<file path="config.mk">
export PLATFORM = sky130hd
export DESIGN_NAME = button_debounce_click_longpress_flat
export DESIGN_NICKNAME = d
export VERILOG_FILES = /design/src/rtl/bdcl_pkg.sv /design/src/rtl/bdcl_if.sv /design/src/rtl/button_debounce_click_longpress.sv /design/src/rtl/bdcl_core.sv /design/src/flat_wrapper.sv
export SDC_FILE = /design/constraint.sdc
export NUM_CORES = 1
export LEC_CHECK = 0
export BUFFER_PORTS_ARGS = -buffer_cell sky130_fd_sc_hd__buf_2
export CAP_MARGIN = 20
export CORE_MARGIN = 10
export CORE_UTILIZATION = 60
export CTS_BUF_LIST = sky130_fd_sc_hd__clkbuf_16
export DETAILED_ROUTE_END_ITERATION = 6
export PLACE_DENSITY = 0.79
export SLEW_MARGIN = 10
export SYNTH_ARGS = -nofsm -noshare
export SYNTH_HDL_FRONTEND = slang
export SYNTH_SLANG_ARGS = --single-unit
</file>
<file path="constraint.sdc">
create_clock -name clk -period 4.5 [get_ports clk]
set_input_delay 0.225 -clock clk [delete_from_list [all_inputs] [get_ports clk]]
set_output_delay 0.225 -clock clk [all_outputs]
set_load 0.02 [all_outputs]
</file>
<file path="src/rtl/bdcl_pkg.sv">
// Shared types and constants for the button debouncer with click and long press.
`default_nettype none
package bdcl_pkg;

  localparam int COUNT_WIDTH = 16;
  localparam int CMP_WIDTH   = (COUNT_WIDTH > 16) ? COUNT_WIDTH : 16;
  localparam logic [COUNT_WIDTH-1:0] CNT_MAX = {COUNT_WIDTH{1'b1}};

  localparam int CFG_DATA_WIDTH  = 16;
  localparam int CFG_INDEX_WIDTH = 3;

  // Register indexes
  localparam logic [CFG_INDEX_WIDTH-1:0] REG_INVERT_INPUT       = 3'd0;
  localparam logic [CFG_INDEX_WIDTH-1:0] REG_DEBOUNCE_TICKS     = 3'd1;
  localparam logic [CFG_INDEX_WIDTH-1:0] REG_LONG_PRESS_TICKS   = 3'd2;
  localparam logic [CFG_INDEX_WIDTH-1:0] REG_LONG_EVENT_ENABLE  = 3'd3;
  localparam logic [CFG_INDEX_WIDTH-1:0] REG_CLICK_EVENT_ENABLE = 3'd4;
  localparam logic [CFG_INDEX_WIDTH-1:0] REG_CLICK_TAG          = 3'd5;
  localparam logic [CFG_INDEX_WIDTH-1:0] REG_LONG_TAG           = 3'd6;

  localparam logic [15:0] DEBOUNCE_RESET   = 16'd20;
  localparam logic [15:0] LONG_PRESS_RESET = 16'd2000;

  // Operation codes
  localparam logic OP_TICK        = 1'b0;
  localparam logic OP_WRITE_TOGGLE = 1'b1;

  // Event kinds
  localparam logic [1:0] EV_NONE  = 2'd0;
  localparam logic [1:0] EV_CLICK = 2'd1;
  localparam logic [1:0] EV_LONG  = 2'd2;

  typedef struct packed {
    logic        invert_input;
    logic [15:0] debounce_ticks;
    logic [15:0] long_press_ticks;
    logic        long_event_enable;
    logic        click_event_enable;
    logic [7:0]  click_tag;
    logic [7:0]  long_tag;
  } cfg_t;

  typedef struct packed {
    logic [1:0] event_kind;
    logic [7:0] event_tag;
    logic       is_pressed;
    logic       toggle_value;
  } result_t;

endpackage
`default_nettype wire

</file>
<file path="src/rtl/bdcl_if.sv">
// Valid/ready channel interfaces for input words and result words.
`default_nettype none
interface bdcl_in_if;
  logic valid;
  logic ready;
  logic op;
  logic raw_level;
  logic new_value;

  modport source (output valid, output op, output raw_level, output new_value, input ready);
  modport sink (input valid, input op, input raw_level, input new_value, output ready);
endinterface

interface bdcl_out_if;
  logic       valid;
  logic       ready;
  logic [1:0] event_kind;
  logic [7:0] event_tag;
  logic       is_pressed;
  logic       toggle_value;

  modport source (output valid, output event_kind, output event_tag, output is_pressed,
                  output toggle_value, input ready);
  modport sink (input valid, input event_kind, input event_tag, input is_pressed,
                input toggle_value, output ready);
endinterface
`default_nettype wire

</file>
<file path="src/rtl/button_debounce_click_longpress.sv">
// Top level: config registers, input stage, debounce core and result register.
// An accepted word passes through the input stage and then the result register before it shows on out_ch.
// Throughput: one word per cycle; the input stage advances whenever the result register
// is empty or being taken, so the input stalls only while both stages hold a word.
// Reset (rst, synchronous, active high) clears all debounce state, empties both stages
// and restores the registers to their defaults (debounce 20, long press 2000, rest 0).
`default_nettype none
module button_debounce_click_longpress
  import bdcl_pkg::*;
(
  input  wire logic                       clk,
  input  wire logic                       rst,
  input  wire logic                       wr_en,
  input  wire logic [CFG_INDEX_WIDTH-1:0] wr_index,
  input  wire logic [CFG_DATA_WIDTH-1:0]  wr_data,
  bdcl_in_if.sink                         in_ch,
  bdcl_out_if.source                      out_ch
);

  cfg_t    cfg;
  result_t res;

  logic    s1_valid;
  logic    s1_op;
  logic    s1_raw_level;
  logic    s1_new_value;
  logic    s1_advance;
  logic    out_valid;
  result_t out_word;

  always_ff @(posedge clk) begin
    if (rst) begin
      cfg.invert_input       <= 1'b0;
      cfg.debounce_ticks     <= DEBOUNCE_RESET;
      cfg.long_press_ticks   <= LONG_PRESS_RESET;
      cfg.long_event_enable  <= 1'b0;
      cfg.click_event_enable <= 1'b0;
      cfg.click_tag          <= '0;
      cfg.long_tag           <= '0;
    end else if (wr_en) begin
      unique case (wr_index)
        REG_INVERT_INPUT:       cfg.invert_input       <= wr_data[0];
        REG_DEBOUNCE_TICKS:     cfg.debounce_ticks     <= wr_data[15:0];
        REG_LONG_PRESS_TICKS:   cfg.long_press_ticks   <= wr_data[15:0];
        REG_LONG_EVENT_ENABLE:  cfg.long_event_enable  <= wr_data[0];
        REG_CLICK_EVENT_ENABLE: cfg.click_event_enable <= wr_data[0];
        REG_CLICK_TAG:          cfg.click_tag          <= wr_data[7:0];
        REG_LONG_TAG:           cfg.long_tag           <= wr_data[7:0];
        default: ;  // drop writes to unknown indexes
      endcase
    end
  end

  assign s1_advance  = s1_valid && (!out_valid || out_ch.ready);
  assign in_ch.ready = !s1_valid || s1_advance;

  always_ff @(posedge clk) begin
    if (rst) begin
      s1_valid <= 1'b0;
    end else if (in_ch.ready) begin
      s1_valid <= in_ch.valid;
    end
  end

  always_ff @(posedge clk) begin
    if (in_ch.valid && in_ch.ready) begin
      s1_op        <= in_ch.op;
      s1_raw_level <= in_ch.raw_level;
      s1_new_value <= in_ch.new_value;
    end
  end

  bdcl_core u_core (
    .clk       (clk),
    .rst       (rst),
    .step_en   (s1_advance),
    .op        (s1_op),
    .raw_level (s1_raw_level),
    .new_value (s1_new_value),
    .cfg       (cfg),
    .res       (res)
  );

  always_ff @(posedge clk) begin
    if (rst) begin
      out_valid <= 1'b0;
    end else if (s1_advance) begin
      out_valid <= 1'b1;
    end else if (out_ch.ready) begin
      out_valid <= 1'b0;
    end
  end

  always_ff @(posedge clk) begin
    if (s1_advance) begin
      out_word <= res;
    end
  end

  assign out_ch.valid        = out_valid;
  assign out_ch.event_kind   = out_word.event_kind;
  assign out_ch.event_tag    = out_word.event_tag;
  assign out_ch.is_pressed   = out_word.is_pressed;
  assign out_ch.toggle_value = out_word.toggle_value;

`ifndef SYNTHESIS
  a_kind_legal: assert property (@(posedge clk) disable iff (rst)
    out_valid |-> (out_word.event_kind == EV_NONE || out_word.event_kind == EV_CLICK ||
                   out_word.event_kind == EV_LONG))
    else $error("illegal event kind");

  a_tag_zero: assert property (@(posedge clk) disable iff (rst)
    (out_valid && out_word.event_kind == EV_NONE) |-> out_word.event_tag == '0)
    else $error("tag set without event");

  a_stage_hold: assert property (@(posedge clk) disable iff (rst)
    (s1_valid && !s1_advance) |=> s1_valid && $stable(s1_op) && $stable(s1_raw_level))
    else $error("stalled input stage lost its word");

  a_out_hold: assert property (@(posedge clk) disable iff (rst)
    (out_valid && !out_ch.ready) |=> out_valid && $stable(out_word))
    else $error("stalled result changed");
`endif

endmodule
`default_nettype wire

</file>
<file path="src/rtl/bdcl_core.sv">
// Debounce, hold timer and toggle state with next-state and event logic.
`default_nettype none
module bdcl_core
  import bdcl_pkg::*;
(
  input  wire logic    clk,
  input  wire logic    rst,
  input  wire logic    step_en,
  input  wire logic    op,
  input  wire logic    raw_level,
  input  wire logic    new_value,
  input  wire cfg_t    cfg,
  output result_t      res
);

  logic                   last_level;
  logic [COUNT_WIDTH-1:0] stable_count;
  logic                   pressed_state;
  logic [COUNT_WIDTH-1:0] hold_count;
  logic                   hold_timing;
  logic                   toggle_state;

  logic                   last_level_next;
  logic [COUNT_WIDTH-1:0] stable_count_next;
  logic                   pressed_state_next;
  logic [COUNT_WIDTH-1:0] hold_count_next;
  logic                   hold_timing_next;
  logic                   toggle_state_next;

  logic                   level;
  logic [COUNT_WIDTH-1:0] hold_inc;
  logic                   settled;
  logic                   press;
  logic                   release_ev;
  logic                   long_ev;
  logic                   click_ev;

  always_comb begin
    level    = raw_level ^ cfg.invert_input;
    hold_inc = hold_count;
    if (hold_timing && hold_count != CNT_MAX) begin
      hold_inc = hold_count + 1'b1;
    end

    if (level != last_level) begin
      stable_count_next = '0;
    end else if (stable_count != CNT_MAX) begin
      stable_count_next = stable_count + 1'b1;
    end else begin
      stable_count_next = stable_count;
    end

    settled = CMP_WIDTH'(stable_count_next) > CMP_WIDTH'(cfg.debounce_ticks);
    press      = settled && level && !pressed_state;
    release_ev = settled && !level && pressed_state;
    long_ev    = settled && pressed_state && hold_timing && cfg.long_event_enable &&
                 (CMP_WIDTH'(hold_inc) > CMP_WIDTH'(cfg.long_press_ticks));
    // A long event clears the hold timer, which cancels the click.
    click_ev   = release_ev && hold_timing && !long_ev && cfg.click_event_enable;

    last_level_next    = last_level;
    pressed_state_next = pressed_state;
    hold_timing_next   = hold_timing;
    toggle_state_next  = toggle_state;
    res.event_kind     = EV_NONE;
    res.event_tag      = '0;

    if (op == OP_WRITE_TOGGLE) begin
      stable_count_next = stable_count;
      hold_count_next   = hold_count;
      toggle_state_next = new_value;
    end else begin
      last_level_next = level;
      hold_count_next = press ? '0 : hold_inc;
      if (press) begin
        hold_timing_next = 1'b1;
      end else if (long_ev) begin
        hold_timing_next = 1'b0;
      end
      if (release_ev) begin
        toggle_state_next = ~toggle_state;
      end
      if (settled) begin
        pressed_state_next = level;
      end
      if (long_ev) begin
        res.event_kind = EV_LONG;
        res.event_tag  = cfg.long_tag;
      end else if (click_ev) begin
        res.event_kind = EV_CLICK;
        res.event_tag  = cfg.click_tag;
      end
    end

    res.is_pressed   = pressed_state_next;
    res.toggle_value = toggle_state_next;
  end

  always_ff @(posedge clk) begin
    if (rst) begin
      last_level    <= 1'b0;
      stable_count  <= '0;
      pressed_state <= 1'b0;
      hold_count    <= '0;
      hold_timing   <= 1'b0;
      toggle_state  <= 1'b0;
    end else if (step_en) begin
      last_level    <= last_level_next;
      stable_count  <= stable_count_next;
      pressed_state <= pressed_state_next;
      hold_count    <= hold_count_next;
      hold_timing   <= hold_timing_next;
      toggle_state  <= toggle_state_next;
    end
  end

endmodule
`default_nettype wire

</file>
<file path="src/flat_wrapper.sv">
// flat-port wrapper written by rule: the top's interface ports become plain ports
module button_debounce_click_longpress_flat import bdcl_pkg::*;
  (clk, rst, wr_en, wr_index, wr_data, in_ch_valid, in_ch_op, in_ch_raw_level, in_ch_new_value, in_ch_ready, out_ch_valid, out_ch_event_kind, out_ch_event_tag, out_ch_is_pressed, out_ch_toggle_value, out_ch_ready);
  bdcl_in_if in_ch_i ();
  bdcl_out_if out_ch_i ();
  input  wire logic clk;
  input  wire logic rst;
  input  wire logic wr_en;
  input  wire logic [CFG_INDEX_WIDTH-1:0] wr_index;
  input  wire logic [CFG_DATA_WIDTH-1:0] wr_data;
  input wire logic [$bits(in_ch_i.valid)-1:0] in_ch_valid;
  input wire logic [$bits(in_ch_i.op)-1:0] in_ch_op;
  input wire logic [$bits(in_ch_i.raw_level)-1:0] in_ch_raw_level;
  input wire logic [$bits(in_ch_i.new_value)-1:0] in_ch_new_value;
  output wire logic [$bits(in_ch_i.ready)-1:0] in_ch_ready;
  output wire logic [$bits(out_ch_i.valid)-1:0] out_ch_valid;
  output wire logic [$bits(out_ch_i.event_kind)-1:0] out_ch_event_kind;
  output wire logic [$bits(out_ch_i.event_tag)-1:0] out_ch_event_tag;
  output wire logic [$bits(out_ch_i.is_pressed)-1:0] out_ch_is_pressed;
  output wire logic [$bits(out_ch_i.toggle_value)-1:0] out_ch_toggle_value;
  input wire logic [$bits(out_ch_i.ready)-1:0] out_ch_ready;
  assign in_ch_i.valid = in_ch_valid;
  assign in_ch_i.op = in_ch_op;
  assign in_ch_i.raw_level = in_ch_raw_level;
  assign in_ch_i.new_value = in_ch_new_value;
  assign in_ch_ready = in_ch_i.ready;
  assign out_ch_valid = out_ch_i.valid;
  assign out_ch_event_kind = out_ch_i.event_kind;
  assign out_ch_event_tag = out_ch_i.event_tag;
  assign out_ch_is_pressed = out_ch_i.is_pressed;
  assign out_ch_toggle_value = out_ch_i.toggle_value;
  assign out_ch_i.ready = out_ch_ready;
  button_debounce_click_longpress u_core (.clk(clk), .rst(rst), .wr_en(wr_en), .wr_index(wr_index), .wr_data(wr_data), .in_ch(in_ch_i), .out_ch(out_ch_i));
endmodule
</file>
==> flow_metrics.env, run 1 <==
export IMPL_antennaDiodeCount=0
export IMPL_stdcell_count=897
export IMPL_fmax_mhz=261.7
export IMPL_insertion_delay_ns=0.36
export IMPL_p_leak_nw=2.310
export IMPL_cts_root_buf="clkbuf_16"
export IMPL_finalMaxSlewViolations=0
export IMPL_dr_pass1_iters=6
export IMPL_synth_compound_area_frac=0.1691
export IMPL_min_path_type="in2reg"
export IMPL_grt_pass1_vias=5020
export IMPL_powerDensity_mw_per_mm2=290.8
export IMPL_fp_row_count=36
export IMPL_ys_flop_type="dfxtp_1"
export IMPL_die_x_um=119.6
export IMPL_grt_remaining_overflow=0
export IMPL_synth_simple_area_share=0.2657
export IMPL_routed_wl_um=15000
export IMPL_core_mm2=0.009729
export IMPL_cp_arrival_ns=4.10
export IMPL_cellInternalPower_mw=1.396
export IMPL_ys_seq_elements=104
export IMPL_synth_top_family_by_area="simple AND/OR/NAND/NOR gates"
export IMPL_ys_types=68
export IMPL_startpoint_type="register"
export IMPL_setup_violations_final=0
export IMPL_cp_data_required_time_ns=4.78
export IMPL_crit_fanout=20
export IMPL_outcome="finished clean"
export IMPL_drive_above_1_share=0.1322
export IMPL_power_switching_mw=0.5008
export IMPL_dp_hpwl_um=11030
export IMPL_tns_ns=0
export IMPL_clock_sinks=104
export IMPL_cts_resized=0
export IMPL_ctsHoldBuffers=0
export IMPL_grt_max_degree=55
export IMPL_ir_worst_vdd_v=0.0003411
export IMPL_gp_congestion=0.9589
export IMPL_ys_seq_area_frac=0.3747
export IMPL_hold_viol_final=0
export IMPL_ctsLongestPathBuffers=2
export IMPL_syn_inst=735
export IMPL_ant_nets=0
export IMPL_area_growth_pct=9.536
export IMPL_antenna_found_initial=0
export IMPL_fin_skew_ns=0.008972
export IMPL_drcViolationCount=0
export IMPL_portBuffers=40
export IMPL_drt_iter0_markers=540
export IMPL_synth_area_mm2=0.005957
export IMPL_async_reset_ff_frac=0
export IMPL_grt_pass1_wl_um=24590
export IMPL_syn_nets=796
export IMPL_rsz0062_at_grt="no"
export IMPL_cts_max_level=3
export IMPL_critPathKind="reg2reg"
export IMPL_slew_headroom=0.3185
export IMPL_dp_cells=880
export IMPL_combPwrFrac=0.078
export IMPL_netSwitchingFraction=0.2640
export IMPL_cts_buffers=9
export IMPL_worstSetupEndpointType="register"
export IMPL_synth_warnings=0
export IMPL_die_area_mm2=0.01431
export IMPL_reg2reg_setup_slack_ns=0.68
export IMPL_vias_per_cell=5.941
export IMPL_syn_avg_cell_area_um2=8.105
export IMPL_grt_usage=0.2077
export IMPL_path_clk_slew_ns=0.08
export IMPL_synth_adder_area_share=0.07141
export IMPL_fp_dieH_um=119.6
export IMPL_synth_xor_area_frac=0.04453
export IMPL_ioPinCount=41
export IMPL_synthMuxAreaShare=0.02184
export IMPL_cts_setup_buffers=0
export IMPL_final_nets=820
export IMPL_drv_cap=0
export IMPL_synth_edff_count=15
export IMPL_timing_worst_slew_pin_value_ns=1.022
export IMPL_vias=5329
export IMPL_cts_tree="done"
export IMPL_detail_route_wl_per_cell_um=16.72
export IMPL_finalCritPeriodShare=0.8493
export IMPL_start_util=0.6123
export IMPL_period_needed_ns=3.822
export IMPL_p_seq_frac=0.514
export IMPL_clockPowerShare=0.408
==> kinds of logic (layout without fill, tap and decap cells) <==
| group | after synthesis | after routing |
|---|---|---|
| flip-flops | 104 | 104 |
| AND/OR/NAND/NOR | 328 | 328 |
| adder cells (fa/ha/maj) | 34 | 34 |
| multiplexers | 12 | 12 |
| AO/OA/AOI/OAI | 159 | 159 |
| XOR/XNOR | 26 | 26 |
| buffers and inverters | 72 | 101 |
==> power groups by stage <==
stage	registers (mW)	logic, mW	clock network, mW
after global placement	0.995	0.140	0
after floorplan	0.996	0.0892	0
after global routing	0.976	0.165	0.818
after CTS	0.974	0.147	0.782
final	0.974	0.149	0.774
after detailed placement	0.996	0.146	0
==> synthesized netlist by cell type, types with 6 or more instances <==
| cell | instances | share of area |
|---|---|---|
| a31oi_1 | 11 | 0.012 |
| o31ai_1 | 12 | 0.015 |
| dfxtp_1 | 89 | 0.30 |
| ha_1 | 34 | 0.071 |
| a21oi_1 | 74 | 0.062 |
| nand4_1 | 14 | 0.015 |
| mux2_2 | 8 | 0.015 |
| nand2b_1 | 6 | 0.0063 |
| nor2b_1 | 16 | 0.017 |
| or3_1 | 8 | 0.0084 |
| nand3_1 | 36 | 0.030 |
| edfxtp_1 | 15 | 0.076 |
| o21ai_0 | 12 | 0.010 |
| buf_2 | 8 | 0.0067 |
| a32oi_1 | 9 | 0.013 |
| inv_1 | 34 | 0.021 |
| nor3_1 | 16 | 0.013 |
| clkbuf_1 | 22 | 0.014 |
| a211o_1 | 8 | 0.012 |
| nand2_1 | 137 | 0.086 |
| nor2_1 | 54 | 0.034 |
| xnor2_1 | 15 | 0.022 |
| xor2_1 | 9 | 0.013 |
==> cell type report <==
cell class              instances  area, µm²
well taps                     133      166.4
flip-flops and latches        104       2232
clock inverters                 7      66.31
repair buffers                 51      286.5
clock buffers                   9      225.2
multi-input cells             559       3421
inverters                      34      127.6
fillers                       824       3204
==> placed cells by master, fill, tap and decap left out, types with 15 or more instances in the layout <==
cell type,n
inv_1,34
edfxtp_1,15
a21oi_1,74
nor3_1,16
nand2_1,137
xnor2_1,15
nor2_1,54
buf_2,40
nor2b_1,16
dfxtp_1,89
ha_1,34
nand3_1,36
==> worst paths after layout <==
path	from	cells after the start	endpoint
worst max-delay path	u_core.u_core.stable_count[3]	14	u_core.u_core.hold_timing
worst min-delay path	in_ch_new_value	1	u_core.s1_new_value
worst max register to register	u_core.u_core.stable_count[3]	14	u_core.u_core.hold_timing
worst min register to register	u_core.cfg[43]	2	u_core.cfg[43]
==> critical path, stage by stage (launching register included) <==
cell	delay, ns
dfxtp_1	0.46
and4_4	0.30
nand3_4	0.11
or4_4	0.63
nand3_2	0.14
xor2_1	0.15
nor2_1	0.06
ha_1	0.29
nand4_1	0.09
nor3_1	0.28
a21boi_1	0.31
o31ai_2	0.11
buf_4	0.22
or4_1	0.47
a21oi_1	0.13
==> stage by stage <==
stage	util	hold WS [ns]	power [mW]	setup slack, ns	area (µm²)
CTS	0.6695	0.02861	1.903	0.7033	6514
global route	0.6707	0.03380	1.959	0.3930	6525
finish	0.6707	0.03640	1.897	0.6782	6525
global placement	0.6395	0.4029	1.135	0.8046	6222
floorplan	-	0.3239	1.086	1.025	5957
detailed placement	0.6395	0.4033	1.142	0.7199	6222
==> flip-flops by register name, summed over array words and instances, names as in the netlist, 2 cells and up <==
name and cells:
u_core.u_core.hold_count 16, u_core.u_core.stable_count 16, u_core.out_ch.event_tag 8, u_core.cfg 51
u_core.out_ch.event_kind 2
==> layer usage <==
| layer | vias up | GRT usage | routed length, µm |
|---|---|---|---|
| met5 | - | 0 | 0 |
| met4 | 0 | 0.06712 | 214 |
| met3 | 21 | 0.03985 | 900 |
| met2 | 178 | 0.3260 | 6910 |
| met1 | 2486 | 0.2813 | 6970 |
| li1 | 2644 | - | - |
Note: power is estimated with default switching activity, not from simulation.
==> run 2, diff against run 1 <==
--- a/config.mk
+++ b/config.mk
@@ -8,10 +8,10 @@
 export BUFFER_PORTS_ARGS = -buffer_cell sky130_fd_sc_hd__buf_2
 export CAP_MARGIN = 20
 export CORE_MARGIN = 10
-export CORE_UTILIZATION = 60
+export CORE_UTILIZATION = 55
 export CTS_BUF_LIST = sky130_fd_sc_hd__clkbuf_16
 export DETAILED_ROUTE_END_ITERATION = 6
-export PLACE_DENSITY = 0.79
+export PLACE_DENSITY = 0.76
 export SLEW_MARGIN = 10
 export SYNTH_ARGS = -nofsm -noshare
 export SYNTH_HDL_FRONTEND = slang
==> constraint.sdc (replaced) <==
create_clock -name clk -period 3.4 [get_ports clk]
set_input_delay 0.17 -clock clk [delete_from_list [all_inputs] [get_ports clk]]
set_output_delay 0.17 -clock clk [all_outputs]
set_load 0.02 [all_outputs]
==> run 2 against run 1 <==
The run now ends with negative setup slack left. Clock power rose by 32%. Critical path depth decreased by 1. Maximum frequency grew 7.1%. Design area up 22%. Utilization rose by 9.1 points. Global-route usage rose by 1.3 points. Die area up 7.5%. Sequential share of layout area is 5.7 points lower. Cell count grew 11%. Power grew 35%. Critical path type unchanged.
==> flow_metrics.env, run 2 (same netlist as run 1, synthesis figures left out) <==
export IMPL_fin_skew_ns=0.01005
export IMPL_antennaDiodeCount=0
export IMPL_dp_hpwl_um=12270
export IMPL_final_nets=913
export IMPL_ctsLongestPathBuffers=2
export IMPL_dr_pass1_iters=5
export IMPL_rsz0062_at_grt="yes"
export IMPL_cts_root_buf="clkbuf_16"
export IMPL_min_from="wr_data[10]"
export IMPL_vias_per_cell=6.110
export IMPL_detail_route_wl_per_cell_um=19.16
export IMPL_min_to="u_core.cfg[28]"
export IMPL_cts_tree="done"
export IMPL_ir_worst_vdd_v=0.0004240
export IMPL_ioPinCount=41
export IMPL_worstSetupEndpointType="register"
export IMPL_r2r_end="u_core.out_ch.toggle_value"
export IMPL_cp_data_required_time_ns=3.51
export IMPL_fp_dieH_um=124.1
export IMPL_startpoint_type="register"
export IMPL_r2r_start="u_core.u_core.stable_count[15]"
export IMPL_critPathKind="reg2reg"
export IMPL_path_cells="nand4_1 > or4_4 > buf_6 > mux2i_1 > nor2_1 > ha_1 > nor2b_4 > o211ai_1 > a21boi_4 > o31ai_4 > buf_12 > nor3_2 > o31a_1"
export IMPL_reg2reg_setup_slack_ns=-0.17
export IMPL_power_mw=2.553
export IMPL_insertion_delay_ns=0.36
export IMPL_grt_usage=0.2209
export IMPL_grt_pass1_vias=5472
export IMPL_setup_violations_final=30
export IMPL_drt_iter0_markers=640
export IMPL_layout_commonest_cell="nand2_1"
export IMPL_routed_wl_um=19030
export IMPL_dpl_worst_slack_ns=-0.05923
export IMPL_fmax_mhz=280.3
export IMPL_area_growth_pct=33.10
export IMPL_grt_max_degree=58
export IMPL_core_mm2=0.01042
export IMPL_drv_cap=0
export IMPL_multi_input_area_mm2=0.003969
export IMPL_utilization=0.7612
export IMPL_r2r_cells=13
export IMPL_largestRegisters="u_core.cfg (51), u_core.u_core.hold_count (16), u_core.u_core.stable_count (16)"
export IMPL_failed_checks="negative setup slack"
export IMPL_tns_ns=-2.175
export IMPL_finalMaxSlewViolations=0
export IMPL_cp_arrival_ns=3.67
export IMPL_min_path_type="in2reg"
export IMPL_drive_above_1_share=0.3197
export IMPL_hold_viol_final=0
export IMPL_grt_pass1_wl_um=27230
export IMPL_outcome="finished with violations"
export IMPL_drcViolationCount=0
export IMPL_cts_max_level=3
export IMPL_slowest_stage="or4_4"
export IMPL_ant_nets=0
export IMPL_num_fill_cells=708
export IMPL_cpPeakStageDelay_ns=0.66
export IMPL_powerDensity_mw_per_mm2=321.9
export IMPL_grt_remaining_overflow=0
export IMPL_die_area_mm2=0.01539
export IMPL_gp_congestion=0.9207
export IMPL_path_clk_slew_ns=0.07
export IMPL_largest_reg_flops=51
export IMPL_fp_row_count=37
export IMPL_holdPathStages=2
export IMPL_finalCritPeriodShare=1.049
export IMPL_whs_ns=0.03138
export IMPL_p_leak_nw=2.987
export IMPL_top_register="u_core.cfg"
export IMPL_portBuffers=40
export IMPL_slew_headroom=0.3257
export IMPL_die_x_um=124.1
export IMPL_worst_slack_ns=-0.1670
export IMPL_final_cell_mix="nand2_1 (134), buf_4 (81), a21oi_1 (71), dfxtp_1 (71), nor2_1 (49)"
export IMPL_regArea_mm2=0.002260
export IMPL_timing_worst_slew_pin_value_ns=1.008
export IMPL_period_needed_ns=3.567
export IMPL_start_util=0.5719
export IMPL_cts_buffers=9
export IMPL_antenna_found_initial=0
export IMPL_vias=6067
export IMPL_crit_fanout=6
export IMPL_clock_sinks=104
==> run 2: changes by cell type in the layout (fill, tap and decap cells not counted), sizes merged <==
| cell | change |
|---|---|
| clkbuf | +2 |
| a31o | +1 |
| clkinvlp | -1 |
| buf | +87 |
| inv | +3 |
| dlygate4sd3 | +3 |
| clkinv | -2 |
==> run 2: layout make-up <==
cell class | count | share of cell area
Tap cell | 136 | 0.02146
Clock inverter | 7 | 0.006786
Clock buffer | 9 | 0.02840
Inverter | 34 | 0.01610
Timing Repair Buffer | 143 | 0.1417
Sequential cell | 104 | 0.2850
Multi-Input combinational cell | 560 | 0.5006
==> run 2: per-layer routing <==
layer | wire length [µm] | share of wire | track usage | vias to the layer above
li1 | - | - | - | 2826
met1 | 7868 | 0.41 | 0.2848 | 2897
met2 | 9095 | 0.48 | 0.3613 | 289
met3 | 1510 | 0.079 | 0.05430 | 55
met4 | 553 | 0.029 | 0.05827 | 0
met5 | 0 | 0 | 0 | -
==> run 2: metrics by stage <==
stage	area (µm²)	cells
6_report	7929	993
5_1_grt	7929	993
4_1_cts	7154	969
3_5_place_dp	6777	949
3_3_place_gp	6777	949
2_1_floorplan	5977	735
==> run 2: how the worst max path moves through the flow <==
stage / depth (start not counted) / from / to
final: 13 / u_core.u_core.stable_count[15] / u_core.out_ch.toggle_value
after global routing: 15 / u_core.u_core.stable_count[15] / u_core.u_core.hold_count[6]
after floorplan: 13 / u_core.s1_raw_level / u_core.out_ch.toggle_value
after detailed placement: 15 / u_core.u_core.stable_count[6] / u_core.u_core.hold_timing
after CTS: 14 / u_core.u_core.stable_count[1] / u_core.u_core.hold_timing
after global placement: 16 / u_core.u_core.stable_count[6] / u_core.u_core.hold_count[6]
==> run 2: report_power, final <==
part           switching [mW]  internal, mW
registers              0.0155          1.27
clock network           0.512         0.509
logic                   0.160        0.0870
total                   0.687          1.87
==> run 2: repair_timing <==
item / CTS / global route
buffers inserted: 1 / 22
pin swaps: 6 / 52
hold endpoints to repair: 3 / 0
endpoints found under the setup margin: 18 / 31
resized for setup: 14 / 115
hold buffers: 3 / 0
gates cloned: 0 / 3
==> run 2: critical path: cells and delay by family, from the launching register on <==
family / cells / cell delay [ns]
compound gates: 4 / 0.96
fa+ha+maj: 1 / 0.32
buf+inv: 2 / 0.33
flops: 1 / 0.38
mux: 1 / 0.16
simple gates: 5 / 1.17
